## config.mk

```make
export PLATFORM = sky130hd
export DESIGN_NAME = pixel_format_to_argb_packer_core_flat
export DESIGN_NICKNAME = d
export VERILOG_FILES = /design/src/sv/pfap_pkg.sv /design/src/sv/pfap_byte_if.sv /design/src/sv/pfap_pix_if.sv /design/src/sv/pfap_cfg_if.sv /design/src/sv/pfap_front.sv /design/src/sv/pfap_queue.sv /design/src/sv/pfap_back.sv /design/src/sv/pixel_format_to_argb_packer_core.sv /design/src/flat_wrapper.sv
export SDC_FILE = /design/constraint.sdc
export NUM_CORES = 1
export LEC_CHECK = 0
export CAP_MARGIN = 20
export CORE_MARGIN = 4
export CORE_UTILIZATION = 55
export DETAILED_ROUTE_END_ITERATION = 12
export DONT_BUFFER_PORTS = 1
export HOLD_SLACK_MARGIN = 0.15
export PLACE_DENSITY = 0.68
export SLEW_MARGIN = 20
export SYNTH_ARGS = -nofsm -noshare
export SYNTH_HDL_FRONTEND = slang
export SYNTH_SLANG_ARGS = --single-unit
```

## constraint.sdc

```tcl
create_clock -name i_clk -period 4.75 [get_ports i_clk]
set_input_delay 0.2375 -clock i_clk [delete_from_list [all_inputs] [get_ports i_clk]]
set_output_delay 0.2375 -clock i_clk [all_outputs]
set_load 0.02 [all_outputs]
```

## src/sv/pfap_pkg.sv

```systemverilog
// ----------------------------------------------------------------------------
// pfap_pkg
// Shared types, codes and helpers for the pixel format to ARGB packer.
// ----------------------------------------------------------------------------
package pfap_pkg;

    // source layout codes
    localparam logic [2:0] LAYOUT_ALPHA = 3'd0;
    localparam logic [2:0] LAYOUT_LUM   = 3'd1;
    localparam logic [2:0] LAYOUT_LUMA  = 3'd2;
    localparam logic [2:0] LAYOUT_RGB   = 3'd3;
    localparam logic [2:0] LAYOUT_RGBA  = 3'd4;

    // configuration register indexes
    localparam int         CFG_IDX_W       = 3;
    localparam logic [2:0] CFG_SRC_LAYOUT  = 3'd0;
    localparam logic [2:0] CFG_IMG_WIDTH   = 3'd1;
    localparam logic [2:0] CFG_IMG_HEIGHT  = 3'd2;
    localparam logic [2:0] CFG_ROW_PITCH   = 3'd3;
    localparam logic [2:0] CFG_DEST_BASE   = 3'd4;

    localparam logic [7:0] FILL_BYTE = 8'hFF;

    // pixel queue depth
    localparam int Q_DEPTH = 2;

    typedef struct packed {
        logic [12:0] width;
        logic [12:0] height;
        logic [14:0] pitch;
        logic [31:0] base;
    } t_geom;

    typedef struct packed {
        logic        push;
        logic [31:0] word;
    } t_q_wr;

    typedef struct packed {
        logic        valid;
        logic [31:0] word;
    } t_q_rd;

    // index of the byte that completes a pixel (bytes per pixel minus one)
    function automatic logic [1:0] last_phase(input logic [2:0] layout);
        logic [1:0] lp;
        unique case (layout)
            LAYOUT_ALPHA, LAYOUT_LUM: lp = 2'd0;
            LAYOUT_LUMA:              lp = 2'd1;
            LAYOUT_RGB:               lp = 2'd2;
            default:                  lp = 2'd3;
        endcase
        return lp;
    endfunction

    function automatic logic [31:0] pack_word(input logic [2:0]  layout,
                                              input logic [23:0] held,
                                              input logic [7:0]  cur);
        logic [7:0]  b0;
        logic [7:0]  b1;
        logic [7:0]  b2;
        logic [31:0] w;
        b0 = held[7:0];
        b1 = held[15:8];
        b2 = held[23:16];
        unique case (layout)
            LAYOUT_ALPHA: w = {cur, FILL_BYTE, FILL_BYTE, FILL_BYTE};
            LAYOUT_LUM:   w = {FILL_BYTE, cur, cur, cur};
            LAYOUT_LUMA:  w = {cur, b0, b0, b0};
            LAYOUT_RGB:   w = {FILL_BYTE, b0, b1, cur};
            default:      w = {cur, b0, b1, b2};
        endcase
        return w;
    endfunction

endpackage

```

## src/sv/pfap_byte_if.sv

```systemverilog
// ----------------------------------------------------------------------------
// pfap_byte_if
// Source byte channel: one texture byte per beat.
// ----------------------------------------------------------------------------
interface pfap_byte_if;
    logic       valid;
    logic       ready;
    logic [7:0] src_byte;

    modport source (output valid, output src_byte, input ready);
    modport sink   (input valid, input src_byte, output ready);
endinterface

```

## src/sv/pfap_pix_if.sv

```systemverilog
// ----------------------------------------------------------------------------
// pfap_pix_if
// Result channel: one ARGB8888 pixel with its destination offset per beat.
// ----------------------------------------------------------------------------
interface pfap_pix_if;
    logic        valid;
    logic        ready;
    logic [31:0] argb_word;
    logic [31:0] dest_offset;
    logic        last_pixel;

    modport source (output valid, output argb_word, output dest_offset,
                    output last_pixel, input ready);
    modport sink   (input valid, input argb_word, input dest_offset,
                    input last_pixel, output ready);
endinterface

```

## src/sv/pfap_cfg_if.sv

```systemverilog
// ----------------------------------------------------------------------------
// pfap_cfg_if
// Configuration write channel: register index and data per beat.
// ----------------------------------------------------------------------------
interface pfap_cfg_if;
    logic        valid;
    logic        ready;
    logic [2:0]  index;
    logic [31:0] data;

    modport source (output valid, output index, output data, input ready);
    modport sink   (input valid, input index, input data, output ready);
endinterface

```

## src/sv/pfap_front.sv

```systemverilog
// ----------------------------------------------------------------------------
// pfap_front
// Gathers source bytes into pixels and pushes packed ARGB words.
// ----------------------------------------------------------------------------
module pfap_front (
    input  logic          i_clk,
    input  logic          i_rst_n,
    input  logic [2:0]    i_layout,
    pfap_byte_if.sink     i_src,
    input  logic          i_q_full,
    output pfap_pkg::t_q_wr o_q_wr
);
    import pfap_pkg::*;

    logic [1:0]  r_phase;
    logic [1:0]  n_phase;
    logic [23:0] r_gather;
    logic [23:0] n_gather;
    logic        complete;
    logic        accept;

    // byte closes the pixel once the gathered count reaches the layout's last phase
    assign complete      = (r_phase >= last_phase(i_layout));
    assign i_src.ready   = !complete || !i_q_full;
    assign accept        = i_src.valid && i_src.ready;

    assign o_q_wr.push = accept && complete;
    assign o_q_wr.word = pack_word(i_layout, r_gather, i_src.src_byte);

    always_comb begin
        n_phase  = r_phase;
        n_gather = r_gather;
        if (accept) begin
            if (complete) begin
                n_phase  = 2'd0;
                n_gather = 24'd0;
            end else begin
                n_phase = r_phase + 2'd1;
                case (r_phase)
                    2'd0:    n_gather[7:0]   = r_gather[7:0]   | i_src.src_byte;
                    2'd1:    n_gather[15:8]  = r_gather[15:8]  | i_src.src_byte;
                    default: n_gather[23:16] = r_gather[23:16] | i_src.src_byte;
                endcase
            end
        end
    end

    always_ff @(posedge i_clk) begin
        if (!i_rst_n) begin
            r_phase  <= 2'd0;
            r_gather <= 24'd0;
        end else begin
            r_phase  <= n_phase;
            r_gather <= n_gather;
        end
    end

`ifndef NO_ASSERTIONS
    a_phase_step: assert property (@(posedge i_clk) disable iff (!i_rst_n)
        accept && !complete |=> r_phase == $past(r_phase) + 2'd1)
        else $error("byte phase did not advance on a gathered byte");
`endif

endmodule

```

## src/sv/pfap_queue.sv

```systemverilog
// ----------------------------------------------------------------------------
// pfap_queue
// Short pixel queue between the gather front and the address back.
// ----------------------------------------------------------------------------
module pfap_queue (
    input  logic            i_clk,
    input  logic            i_rst_n,
    input  pfap_pkg::t_q_wr i_wr,
    output logic            o_full,
    output pfap_pkg::t_q_rd o_rd,
    input  logic            i_pop
);
    import pfap_pkg::*;

    localparam int PTR_W = (Q_DEPTH > 1) ? $clog2(Q_DEPTH) : 1;
    localparam int CNT_W = $clog2(Q_DEPTH + 1);

    logic [31:0]      r_entry [Q_DEPTH];
    logic [PTR_W-1:0] r_wr_ptr;
    logic [PTR_W-1:0] r_rd_ptr;
    logic [CNT_W-1:0] r_count;
    logic [CNT_W-1:0] n_count;

    assign o_full     = (r_count == CNT_W'(Q_DEPTH));
    assign o_rd.valid = (r_count != '0);
    assign o_rd.word  = r_entry[r_rd_ptr];

    always_comb begin
        n_count = r_count;
        if (i_wr.push && !(i_pop && o_rd.valid)) begin
            n_count = r_count + CNT_W'(1);
        end else if (!i_wr.push && i_pop && o_rd.valid) begin
            n_count = r_count - CNT_W'(1);
        end
    end

    always_ff @(posedge i_clk) begin
        if (i_wr.push) begin
            r_entry[r_wr_ptr] <= i_wr.word;
        end
    end

    always_ff @(posedge i_clk) begin
        if (!i_rst_n) begin
            r_wr_ptr <= '0;
            r_rd_ptr <= '0;
            r_count  <= '0;
        end else begin
            r_count <= n_count;
            if (i_wr.push) begin
                r_wr_ptr <= (r_wr_ptr == PTR_W'(Q_DEPTH - 1)) ? '0 : r_wr_ptr + PTR_W'(1);
            end
            if (i_pop && o_rd.valid) begin
                r_rd_ptr <= (r_rd_ptr == PTR_W'(Q_DEPTH - 1)) ? '0 : r_rd_ptr + PTR_W'(1);
            end
        end
    end

`ifndef NO_ASSERTIONS
    a_no_overflow: assert property (@(posedge i_clk) disable iff (!i_rst_n)
        i_wr.push |-> !o_full)
        else $error("pixel pushed into a full queue");
    a_count_bound: assert property (@(posedge i_clk) disable iff (!i_rst_n)
        r_count <= CNT_W'(Q_DEPTH))
        else $error("queue fill count beyond depth");
`endif

endmodule

```

## src/sv/pfap_back.sv

```systemverilog
// ----------------------------------------------------------------------------
// pfap_back
// Tracks column and row, forms destination offsets, holds the result beat.
// ----------------------------------------------------------------------------
module pfap_back #(
    parameter int MAX_DIM = 4096
) (
    input  logic            i_clk,
    input  logic            i_rst_n,
    input  pfap_pkg::t_geom i_geom,
    input  pfap_pkg::t_q_rd i_q,
    output logic            o_pop,
    pfap_pix_if.source      o_pix
);
    import pfap_pkg::*;

    localparam int CNT_W = (MAX_DIM > 1) ? $clog2(MAX_DIM) : 1;
    localparam int CMP_W = (CNT_W + 1 > 13) ? CNT_W + 1 : 13;

    logic [CNT_W-1:0] r_col;
    logic [CNT_W-1:0] n_col;
    logic [CNT_W-1:0] r_row;
    logic [CNT_W-1:0] n_row;
    logic [31:0]      r_row_start;
    logic [31:0]      n_row_start;
    logic             r_valid;
    logic [31:0]      r_word;
    logic [31:0]      r_offset;
    logic             r_last;

    logic [CMP_W-1:0] w_c;
    logic [CMP_W-1:0] h_c;
    logic [31:0]      base_sel;
    logic [31:0]      offset;
    logic             row_end;
    logic             last;

    function automatic logic [CMP_W-1:0] clamp_dim(input logic [12:0] d);
        logic [CMP_W-1:0] x;
        x = CMP_W'(d);
        if (x == '0) begin
            x = CMP_W'(1);
        end else if (x > CMP_W'(MAX_DIM)) begin
            x = CMP_W'(MAX_DIM);
        end
        return x;
    endfunction

    assign w_c   = clamp_dim(i_geom.width);
    assign h_c   = clamp_dim(i_geom.height);
    assign o_pop = i_q.valid && (!r_valid || o_pix.ready);

    always_comb begin
        base_sel = ((r_col == '0) && (r_row == '0)) ? i_geom.base : r_row_start;
        offset   = base_sel + (32'(r_col) << 2);
        row_end  = (CMP_W'(r_col) + CMP_W'(1)) >= w_c;
        last     = row_end && ((CMP_W'(r_row) + CMP_W'(1)) >= h_c);

        n_col       = r_col;
        n_row       = r_row;
        n_row_start = r_row_start;
        if (o_pop) begin
            n_row_start = base_sel;
            if (last) begin
                n_col = '0;
                n_row = '0;
            end else if (row_end) begin
                n_col       = '0;
                n_row       = r_row + CNT_W'(1);
                n_row_start = base_sel + 32'(i_geom.pitch);
            end else begin
                n_col = r_col + CNT_W'(1);
            end
        end
    end

    always_ff @(posedge i_clk) begin
        if (!i_rst_n) begin
            r_col       <= '0;
            r_row       <= '0;
            r_row_start <= '0;
            r_valid     <= 1'b0;
        end else begin
            r_col       <= n_col;
            r_row       <= n_row;
            r_row_start <= n_row_start;
            if (o_pop) begin
                r_valid <= 1'b1;
            end else if (o_pix.ready) begin
                r_valid <= 1'b0;
            end
        end
    end

    always_ff @(posedge i_clk) begin
        if (o_pop) begin
            r_word   <= i_q.word;
            r_offset <= offset;
            r_last   <= last;
        end
    end

    assign o_pix.valid       = r_valid;
    assign o_pix.argb_word   = r_word;
    assign o_pix.dest_offset = r_offset;
    assign o_pix.last_pixel  = r_last;

`ifndef NO_ASSERTIONS
    a_rearm: assert property (@(posedge i_clk) disable iff (!i_rst_n)
        o_pop && last |=> (r_col == '0) && (r_row == '0) && r_valid && r_last)
        else $error("counters did not rearm after the last pixel");
`endif

endmodule

```

## src/sv/pixel_format_to_argb_packer_core.sv

```systemverilog
// ----------------------------------------------------------------------------
// pixel_format_to_argb_packer_core
// Packs a byte stream of A, L, LA, RGB or RGBA texels into ARGB8888 words
// with destination byte offsets.
// ----------------------------------------------------------------------------
//
//  channel   dir  beat carries                              handshake
//  --------  ---  ----------------------------------------  -----------
//  i_src     in   src_byte[7:0]                             valid/ready
//  o_pix     out  argb_word[31:0] dest_offset[31:0] last    valid/ready
//  i_cfg     in   index[2:0] data[31:0]                     valid/ready
//
//  One source byte per cycle is taken unless the queue is full; a pixel goes
//  from the front gather through the queue to the output register in the back.
//  i_rst_n is synchronous: counters, phase and queue clear, registers load
//  their defaults (RGBA, 1x1, pitch 4, base 0).
//  A stalled o_pix fills the two-entry queue; i_src then stalls only on
//  bytes that close a pixel. Config is always ready.
//
module pixel_format_to_argb_packer_core #(
    parameter int MAX_DIM = 4096
) (
    input  logic       i_clk,
    input  logic       i_rst_n,
    pfap_byte_if.sink  i_src,
    pfap_pix_if.source o_pix,
    pfap_cfg_if.sink   i_cfg
);
    import pfap_pkg::*;

    // configuration registers
    logic [2:0]  r_source_layout;
    logic [12:0] r_image_width;
    logic [12:0] r_image_height;
    logic [14:0] r_row_pitch;
    logic [31:0] r_dest_base;

    t_geom geom;
    t_q_wr q_wr;
    t_q_rd q_rd;
    logic  q_full;
    logic  q_pop;

    assign i_cfg.ready = 1'b1;

    always_ff @(posedge i_clk) begin
        if (!i_rst_n) begin
            r_source_layout <= LAYOUT_RGBA;
            r_image_width   <= 13'd1;
            r_image_height  <= 13'd1;
            r_row_pitch     <= 15'd4;
            r_dest_base     <= 32'd0;
        end else if (i_cfg.valid) begin
            // unknown indexes fall through untouched
            case (i_cfg.index)
                CFG_SRC_LAYOUT: r_source_layout <= i_cfg.data[2:0];
                CFG_IMG_WIDTH:  r_image_width   <= i_cfg.data[12:0];
                CFG_IMG_HEIGHT: r_image_height  <= i_cfg.data[12:0];
                CFG_ROW_PITCH:  r_row_pitch     <= i_cfg.data[14:0];
                CFG_DEST_BASE:  r_dest_base     <= i_cfg.data;
                default: ;
            endcase
        end
    end

    assign geom.width  = r_image_width;
    assign geom.height = r_image_height;
    assign geom.pitch  = r_row_pitch;
    assign geom.base   = r_dest_base;

    // front: byte gather and channel fill
    pfap_front u_front (
        .i_clk    (i_clk),
        .i_rst_n  (i_rst_n),
        .i_layout (r_source_layout),
        .i_src    (i_src),
        .i_q_full (q_full),
        .o_q_wr   (q_wr)
    );

    // decouples gather from the output stall
    pfap_queue u_queue (
        .i_clk   (i_clk),
        .i_rst_n (i_rst_n),
        .i_wr    (q_wr),
        .o_full  (q_full),
        .o_rd    (q_rd),
        .i_pop   (q_pop)
    );

    // back: position counters, offset, result register
    pfap_back #(
        .MAX_DIM (MAX_DIM)
    ) u_back (
        .i_clk   (i_clk),
        .i_rst_n (i_rst_n),
        .i_geom  (geom),
        .i_q     (q_rd),
        .o_pop   (q_pop),
        .o_pix   (o_pix)
    );

endmodule

```

## src/flat_wrapper.sv

```systemverilog
// flat-port wrapper written by rule: the top's interface ports become plain ports
module pixel_format_to_argb_packer_core_flat import pfap_pkg::*;
#(
    parameter int MAX_DIM = 4096
)
  (i_clk, i_rst_n, i_src_valid, i_src_src_byte, i_src_ready, o_pix_valid, o_pix_argb_word, o_pix_dest_offset, o_pix_last_pixel, o_pix_ready, i_cfg_valid, i_cfg_index, i_cfg_data, i_cfg_ready);
  pfap_byte_if i_src_i ();
  pfap_pix_if o_pix_i ();
  pfap_cfg_if i_cfg_i ();
  input  logic i_clk;
  input  logic i_rst_n;
  input wire logic [$bits(i_src_i.valid)-1:0] i_src_valid;
  input wire logic [$bits(i_src_i.src_byte)-1:0] i_src_src_byte;
  output wire logic [$bits(i_src_i.ready)-1:0] i_src_ready;
  output wire logic [$bits(o_pix_i.valid)-1:0] o_pix_valid;
  output wire logic [$bits(o_pix_i.argb_word)-1:0] o_pix_argb_word;
  output wire logic [$bits(o_pix_i.dest_offset)-1:0] o_pix_dest_offset;
  output wire logic [$bits(o_pix_i.last_pixel)-1:0] o_pix_last_pixel;
  input wire logic [$bits(o_pix_i.ready)-1:0] o_pix_ready;
  input wire logic [$bits(i_cfg_i.valid)-1:0] i_cfg_valid;
  input wire logic [$bits(i_cfg_i.index)-1:0] i_cfg_index;
  input wire logic [$bits(i_cfg_i.data)-1:0] i_cfg_data;
  output wire logic [$bits(i_cfg_i.ready)-1:0] i_cfg_ready;
  assign i_src_i.valid = i_src_valid;
  assign i_src_i.src_byte = i_src_src_byte;
  assign i_src_ready = i_src_i.ready;
  assign o_pix_valid = o_pix_i.valid;
  assign o_pix_argb_word = o_pix_i.argb_word;
  assign o_pix_dest_offset = o_pix_i.dest_offset;
  assign o_pix_last_pixel = o_pix_i.last_pixel;
  assign o_pix_i.ready = o_pix_ready;
  assign i_cfg_i.valid = i_cfg_valid;
  assign i_cfg_i.index = i_cfg_index;
  assign i_cfg_i.data = i_cfg_data;
  assign i_cfg_ready = i_cfg_i.ready;
  pixel_format_to_argb_packer_core #(.MAX_DIM(MAX_DIM)) u_core (.i_clk(i_clk), .i_rst_n(i_rst_n), .i_src(i_src_i), .o_pix(o_pix_i), .i_cfg(i_cfg_i));
endmodule
```

==> impl_metrics.toml, run 1 <==
[detailed_routing]
drt-wirelength-per-cell_um = 20.1
drt_iter0_drc = 1216
final_antenna_net_count = 0
dr.pass1.iters = 7
drt-total-wl_um = 39600
drc = 0
routed_via_density = 6.14
num_vias = 12090

[hold_path]
min_path_cells = 3
hold_start = "i_cfg_index[0]"
min_to = "u_core.r_image_height[12]"
hold_class = "input port to register"

[job]
max_cap_viol_count = 0

[finish]
stdcell_count = 1969
area_growth_pct = 12.6
antenna_cells = 0
fin_nets = 1721
n_fill_cell = 2228
final_common_cell = "nand2_1"
drive_gt1_frac = 0.0881
layout_common_cells = "nand2_1 (312), a21oi_1 (167), dfxtp_1 (163), edfxtp_1 (129), nor2_1 (98)"

[die]
io_pins = 116
die_area_um2 = 29600
coreArea_um2 = 26300
dieWidth_um = 172
die_y_um = 172
fp-row-count = 59
initial_utilization = 0.562

[sta]
fin_skew_ns = 0.0110
worst_pin_slew_ns = 1.02
setup_slack_ns = 0.434
finalSetupTns_ns = 0
hold_viol_final = 0
slew_headroom = 0.319
post-route-period-util = 0.909
finalCriticalPeriod_ns = 4.32
rsz0062_at_grt = "no"
maxSlewViolCount = 0
fmax_mhz = 232
setup_viol = 0

[placement]
hpwl_um = 26600
numPortBuffers = 0
dp.cells = 1863
pre_cts_slack_ns = 0.555
gp_congestion = 0.906

[grt]
grt_start_max_net_pins = 89
gr-total-overflow = 0
first_global_vias = 11158
grt.total_usage = 0.260
grt_pass1_wl_um = 61500
antenna_found_initial = 2

[setup_path]
cp-end-kind = "register"
reg2reg_from = "u_core.u_back.r_col[0]"
r2r_end = "u_core.u_back.r_row_start[28]"
worst-r2r-setup-slack_ns = 0.43
path_max_fanout = 16
start_kind = "register"
cp.arrival_ns = 4.75
worst-r2r-cell-count = 12
crit_type = "register to register"
crit_required_ns = 5.19

[logic_synthesis]
synthesis.nets = 1695
ys_async_sr_fraction = 0
synth.cell_area_um2 = 14800
synth_cell_type_count = 86
synth_top_area_cell = "edfxtp_1"
synth_seq_cells = 292
synth_cells = 1584
ys_seq_area_frac = 0.483
yosys.area.top_type_share = 0.262
synth-edff-count = 129
yosys_most_used_dff = "dfxtp_1"
yosys_warnings = 0
synth_area_leaders = "edfxtp_1 (26%), dfxtp_1 (22%), nand2_1 (7.9%), a21oi_1 (5.7%), ha_1 (5.2%)"
avgSynthCellArea_um2 = 9.33

[clock_network]
cts-root-buf = "clkbuf_16"
clkTransAtPathRegs_ns = 0.06
numCtsBuffers = 31
insertion_delay_ns = 0.55
cts_tree = "yes"
post_cts_resized = 0
clock-sinks = 292
cts_setup_buffers = 0
cts_max_path_buffers = 3
htree_levels = 1

[power_and_ir_drop]
max-vdd-ir-drop_v = 0.000403
p_leak_nw = 6.22
cellPowerDensity_nw_per_um2 = 453

[outcome]
status = "finished, final reports clean"
==> metrics by stage <==
step,util,power (W),area [um2],hold WS [ns]
final,0.633,0.00755,16600,0.164
after global routing,0.633,0.00786,16600,0.181
after CTS,0.633,0.00758,16600,0.151
after floorplan,-,0.00452,14800,0.361
after detailed placement,0.573,0.00495,15000,0.325
after global placement,0.573,0.00492,15000,0.321
==> area by class of cell <==
type	instances	area, um2	share of cell area
clock buffers	35	801	0.0481
clock inverters	22	297	0.0178
inverters	31	120	0.00722
multi-input cells	1179	7180	0.431
well taps	335	419	0.0252
flip-flops and latches	292	7140	0.429
repair buffers	75	696	0.0418
==> report_power, final <==
part           total (W)  switching [W]  internal [W]  leakage (nW)
Combinational    0.00144       0.000987      0.000455          3.15
Clock            0.00258       0.000994       0.00159         0.536
Sequential       0.00352       0.000452       0.00307          2.53
Total            0.00755        0.00243       0.00511          6.22
==> flip-flops by register name, indices dropped and copies added, names as in the netlist, 2 cells and up <==
register and cells:
u_core.r_row_pitch 15, u_core.r_dest_base 32, u_core.u_back.r_col 12, u_core.u_back.o_pix.argb_word 32, u_core.u_queue.r_count 2, u_core.u_back.r_row 12, u_core.u_queue.r_entry 64, u_core.u_front.r_phase 2
u_core.r_image_width 13, u_core.u_front.r_gather 24, u_core.r_source_layout 3, u_core.u_back.r_row_start 32, u_core.u_back.o_pix.dest_offset 32, u_core.r_image_height 13
==> logic make-up after synthesis <==
logic type / count (synthesis) / share of synthesized area
and+or+nand+nor: 610 / 0.191
AOI/OAI and AO/OA: 390 / 0.164
DFF: 292 / 0.483
buffers and inverters: 113 / 0.0318
adders and majority gates: 63 / 0.0543
xor gates and xnor gates: 60 / 0.0356
muxes: 55 / 0.0402
other: 1 / 0.000254
==> repair_timing <==
item / in CTS / in global routing
endpoints found under the hold margin: 182 / 0
hold buffers: 49 / 0
setup endpoints to repair: 0 / 0
==> critical path, stage by stage (launching register included) <==
cell and delay, ns:
dfxtp_1 0.45, ha_1 0.26, and3_1 0.24, and3_1 0.25
and3_1 0.25, and3_1 0.25, xor2_1 0.10, ha_1 0.34
nand4_1 0.19, o31ai_4 0.79, nand3_2 0.41, o31a_1 0.34
a311o_1 0.30
==> how the worst max path moves through the flow <==
stage                            from  slack (ns)                                  end  cells after the start
2_1_floorplan  u_core.u_back.r_col[0]        0.69  u_core.u_back.o_pix.dest_offset[24]                     20
3_3_place_gp   u_core.u_back.r_col[0]        0.69        u_core.u_back.r_row_start[28]                     12
3_5_place_dp   u_core.u_back.r_col[0]        0.56        u_core.u_back.r_row_start[28]                     12
4_1_cts        u_core.u_back.r_col[0]        0.53        u_core.u_back.r_row_start[28]                     12
5_1_grt        u_core.u_back.r_col[2]        0.14  u_core.u_back.o_pix.dest_offset[28]                     16
6_report       u_core.u_back.r_col[0]        0.43        u_core.u_back.r_row_start[28]                     12
==> synthesized netlist by cell type, types with 4 or more instances <==
cell       number
dfxtp_1       163
a311oi_1        5
o2111ai_1      11
nand2_1       312
mux2i_1        20
or2_2           5
nand3b_1        8
o211ai_1       13
xor2_1         26
o21a_1          9
ha_1           61
a211oi_1        9
and3_1         25
o22ai_1        26
xnor2_1        34
a31oi_1        16
buf_4           5
buf_1           5
mux2_2         34
nor2_1         99
nand4_1        18
nor3b_1         5
a21oi_1       167
o21bai_1        5
a21o_1         14
nor2b_1        10
nor4_1         10
and2_1          8
inv_1          29
buf_2          10
a32o_1          5
nand2b_1       13
clkbuf_1       60
o31a_1          4
nor3_1         18
edfxtp_1      129
nand3_1        43
o311ai_0        4
and4_1          4
o21ai_0        67
or3_1          12
==> per-layer routing <==
| layer | wire [um] | vias up | GRT usage |
|---|---|---|---|
| li1 | - | 5765 | - |
| met1 | 18100 | 5790 | 0.389 |
| met2 | 17600 | 465 | 0.408 |
| met3 | 2960 | 66 | 0.0370 |
| met4 | 857 | 4 | 0.0537 |
| met5 | 21 | - | 0 |
No activity file was read; power rests on OpenSTA's default activity.
==> run 2, diff against run 1 <==
--- a/config.mk
+++ b/config.mk
@@ -11,7 +11,7 @@
 export DETAILED_ROUTE_END_ITERATION = 12
 export DONT_BUFFER_PORTS = 1
 export HOLD_SLACK_MARGIN = 0.15
-export PLACE_DENSITY = 0.68
+export PLACE_DENSITY = 0.71
 export SLEW_MARGIN = 20
 export SYNTH_ARGS = -nofsm -noshare
 export SYNTH_HDL_FRONTEND = slang
==> constraint.sdc (replaced) <==
create_clock -name i_clk -period 3.9 [get_ports i_clk]
set_input_delay 0.195 -clock i_clk [delete_from_list [all_inputs] [get_ports i_clk]]
set_output_delay 0.195 -clock i_clk [all_outputs]
set_load 0.02 [all_outputs]
==> run 2 against run 1 <==
  * Power up 24%
  * Critical path depth up 1
  * Clock power up 21%
  * Hold slack improved by 0.0046 ns
  * Die area is the same
  * Global-route usage rose by 0.80 points
  * Maximum frequency is 13% higher
==> impl_metrics.toml, run 2 (same netlist as run 1, synthesis figures left out) <==
[outcome]
status = "finished, final reports clean"

[finish]
largest_register_ffs = 64
drive_gt1_frac = 0.128
fin_nets = 1779
stdcell_count = 2027
final_area_um2 = 17300
layout_common_cells = "nand2_1 (312), a21oi_1 (166), dfxtp_1 (161), edfxtp_1 (129), nor2_1 (98)"
n_fill_cell = 2105
area_growth_pct = 16.7
top_register = "u_core.u_queue.r_entry"
final_common_cell = "nand2_1"

[sta]
maxSlewViolCount = 0
fmax_mhz = 263
hold-worst-slack_ns = 0.169
post-route-period-util = 0.976
rsz0062_at_grt = "yes"
worst_pin_slew_ns = 0.981
finalCriticalPeriod_ns = 3.81
hold_viol_final = 0
fin_skew_ns = 0.0101
setup_viol = 0
slew_headroom = 0.344

[clock_network]
clkTransAtPathRegs_ns = 0.07
cts_tree = "yes"
numCtsBuffers = 30
htree_levels = 1
cts-root-buf = "clkbuf_16"
clock-sinks = 292
insertion_delay_ns = 0.56
cts_max_path_buffers = 3

[hold_path]
hold_start = "i_cfg_index[0]"
hold_class = "input port to register"
min_to = "u_core.r_image_width[4]"
min_path_cells = 3

[setup_path]
slowest_stage = "o31a_1"
critPathMaxStageDelay_ns = 0.48
reg2reg_from = "u_core.u_back.r_col[1]"
cp_num_buf_inv = 1
cpMostUsedCell = "and3_1"
crit_family = "simple AND/OR/NAND/NOR gates"
crit_type = "register to register"
crit_required_ns = 4.37
worst-r2r-cell-count = 13
cp.arrival_ns = 4.27
worst-r2r-setup-slack_ns = 0.09
worstPathCellList = "ha_1 -> and3_1 -> and3_1 -> and3_1 -> and3_2 -> and3_1 -> ha_1 -> nand4_1 -> o31a_1 -> or3_4 -> buf_4 -> or3_1 -> a41oi_2"
cp-end-kind = "register"
path_max_fanout = 5
r2r_end = "u_core.u_back.r_row_start[17]"
start_kind = "register"

[die]
die_y_um = 172
dieWidth_um = 172
io_pins = 116
initial_utilization = 0.562
die_area_um2 = 29600
coreArea_um2 = 26300
fp-row-count = 59

[grt]
use_met3 = 0.0396
gr-total-overflow = 0
first_global_vias = 11473
grt.busiest_layer = "met2"
grt_start_max_net_pins = 80
grt_pass1_wl_um = 63200
grt.total_usage = 0.268
met2_usage = 0.419
grtUsageMet1 = 0.399
antenna_found_initial = 3

[power_and_ir_drop]
cellPowerDensity_nw_per_um2 = 542
p_leak_nw = 6.52
max-vdd-ir-drop_v = 0.000351

[placement]
gp_congestion = 0.923
placed_area_um2 = 15500
numPortBuffers = 0
dp.cells = 1916
hpwl_um = 27500

[detailed_routing]
routed_via_density = 6.09
dr.pass1.iters = 5
num_vias = 12351
drt_iter0_drc = 1489
drc = 0
drt-wirelength-per-cell_um = 20.1
drt-total-wl_um = 40800
final_antenna_net_count = 0

[job]
max_cap_viol_count = 0
==> run 2: cell count changes in the layout (fill, tap and decap cells not counted), moves of 3 or more <==
cell,delta
buf_4,+53
clkbuf_1,+7
clkinv_1,-4
clkinv_4,-4
dlygate4sd3_1,+3
ha_1,-5
ha_2,+3
nor3_1,-3
nor3_2,+3
o21ai_0,-6
o21ai_1,+6
==> run 2: stage by stage <==
| step | setup TNS (ns) | setup WS, ns | total power, W | utilization |
|---|---|---|---|---|
| floorplan | 0 | 0.0166 | 0.00551 | - |
| global placement | 0 | 0.136 | 0.00613 | 0.589 |
| detailed placement | -0.0302 | -0.0302 | 0.00616 | 0.589 |
| CTS | 0 | 0.0398 | 0.00934 | 0.650 |
| global route | -0.138 | -0.0548 | 0.00973 | 0.656 |
| finish | 0 | 0.0928 | 0.00935 | 0.656 |
==> run 2: repair_timing <==
item,CTS,global route
setup endpoints to repair,1,34
buffers inserted,0,3
gates resized for setup,2,36
endpoints found under the hold margin,194,0
pin swaps,0,7
gates cloned,0,0
hold buffers,52,0
==> run 2: worst max-delay path by stage <==
stage / startpoint / to / slack, ns / cells after the start
floorplan: u_core.u_back.o_pix.valid / u_core.u_back.r_row_start[8] / 0.02 / 8
global placement: u_core.u_back.r_col[1] / u_core.u_back.r_row_start[17] / 0.14 / 17
detailed placement: u_core.u_back.r_col[1] / u_core.u_back.r_row_start[17] / -0.03 / 17
CTS: u_core.u_back.r_col[1] / u_core.u_back.r_row_start[17] / 0.04 / 17
global route: u_core.u_back.r_row[1] / u_core.u_back.r_row_start[28] / -0.05 / 16
finish: u_core.u_back.r_col[1] / u_core.u_back.r_row_start[17] / 0.09 / 13
==> run 2: layer usage <==
metal | vias up | share of wire
li1 | 5882 | -
met1 | 5902 | 0.45
met2 | 507 | 0.45
met3 | 58 | 0.080
met4 | 2 | 0.018
met5 | - | 0.00032
==> run 2: area by class of cell <==
cell class	instances	area (um2)	area share
antenna	1	2.50	0.000145
clock inverter	11	208	0.0120
multi-input combinational	1179	7320	0.424
sequential	292	7140	0.414
tap	335	419	0.0243
inverter	31	120	0.00696
clock buffer	44	866	0.0502
timing repair buffer	134	1170	0.0681
==> run 2: worst reg2reg max path: cells and delay by family, from the launching register on <==
kind	cells	cell delay, ns
buf+inv	1	0.15
simple gates	8	2.07
compound gates	2	0.61
flops	1	0.35
fa+ha+maj	2	0.52
==> run 2: power breakdown <==
part	switching [W]	leakage (nW)	total [W]	internal [W]
Clock	0.00118	0.523	0.00311	0.00193
Combinational	0.00127	3.47	0.00195	0.000676
Sequential	0.000546	2.53	0.00428	0.00374
Total	0.00300	6.52	0.00935	0.00634
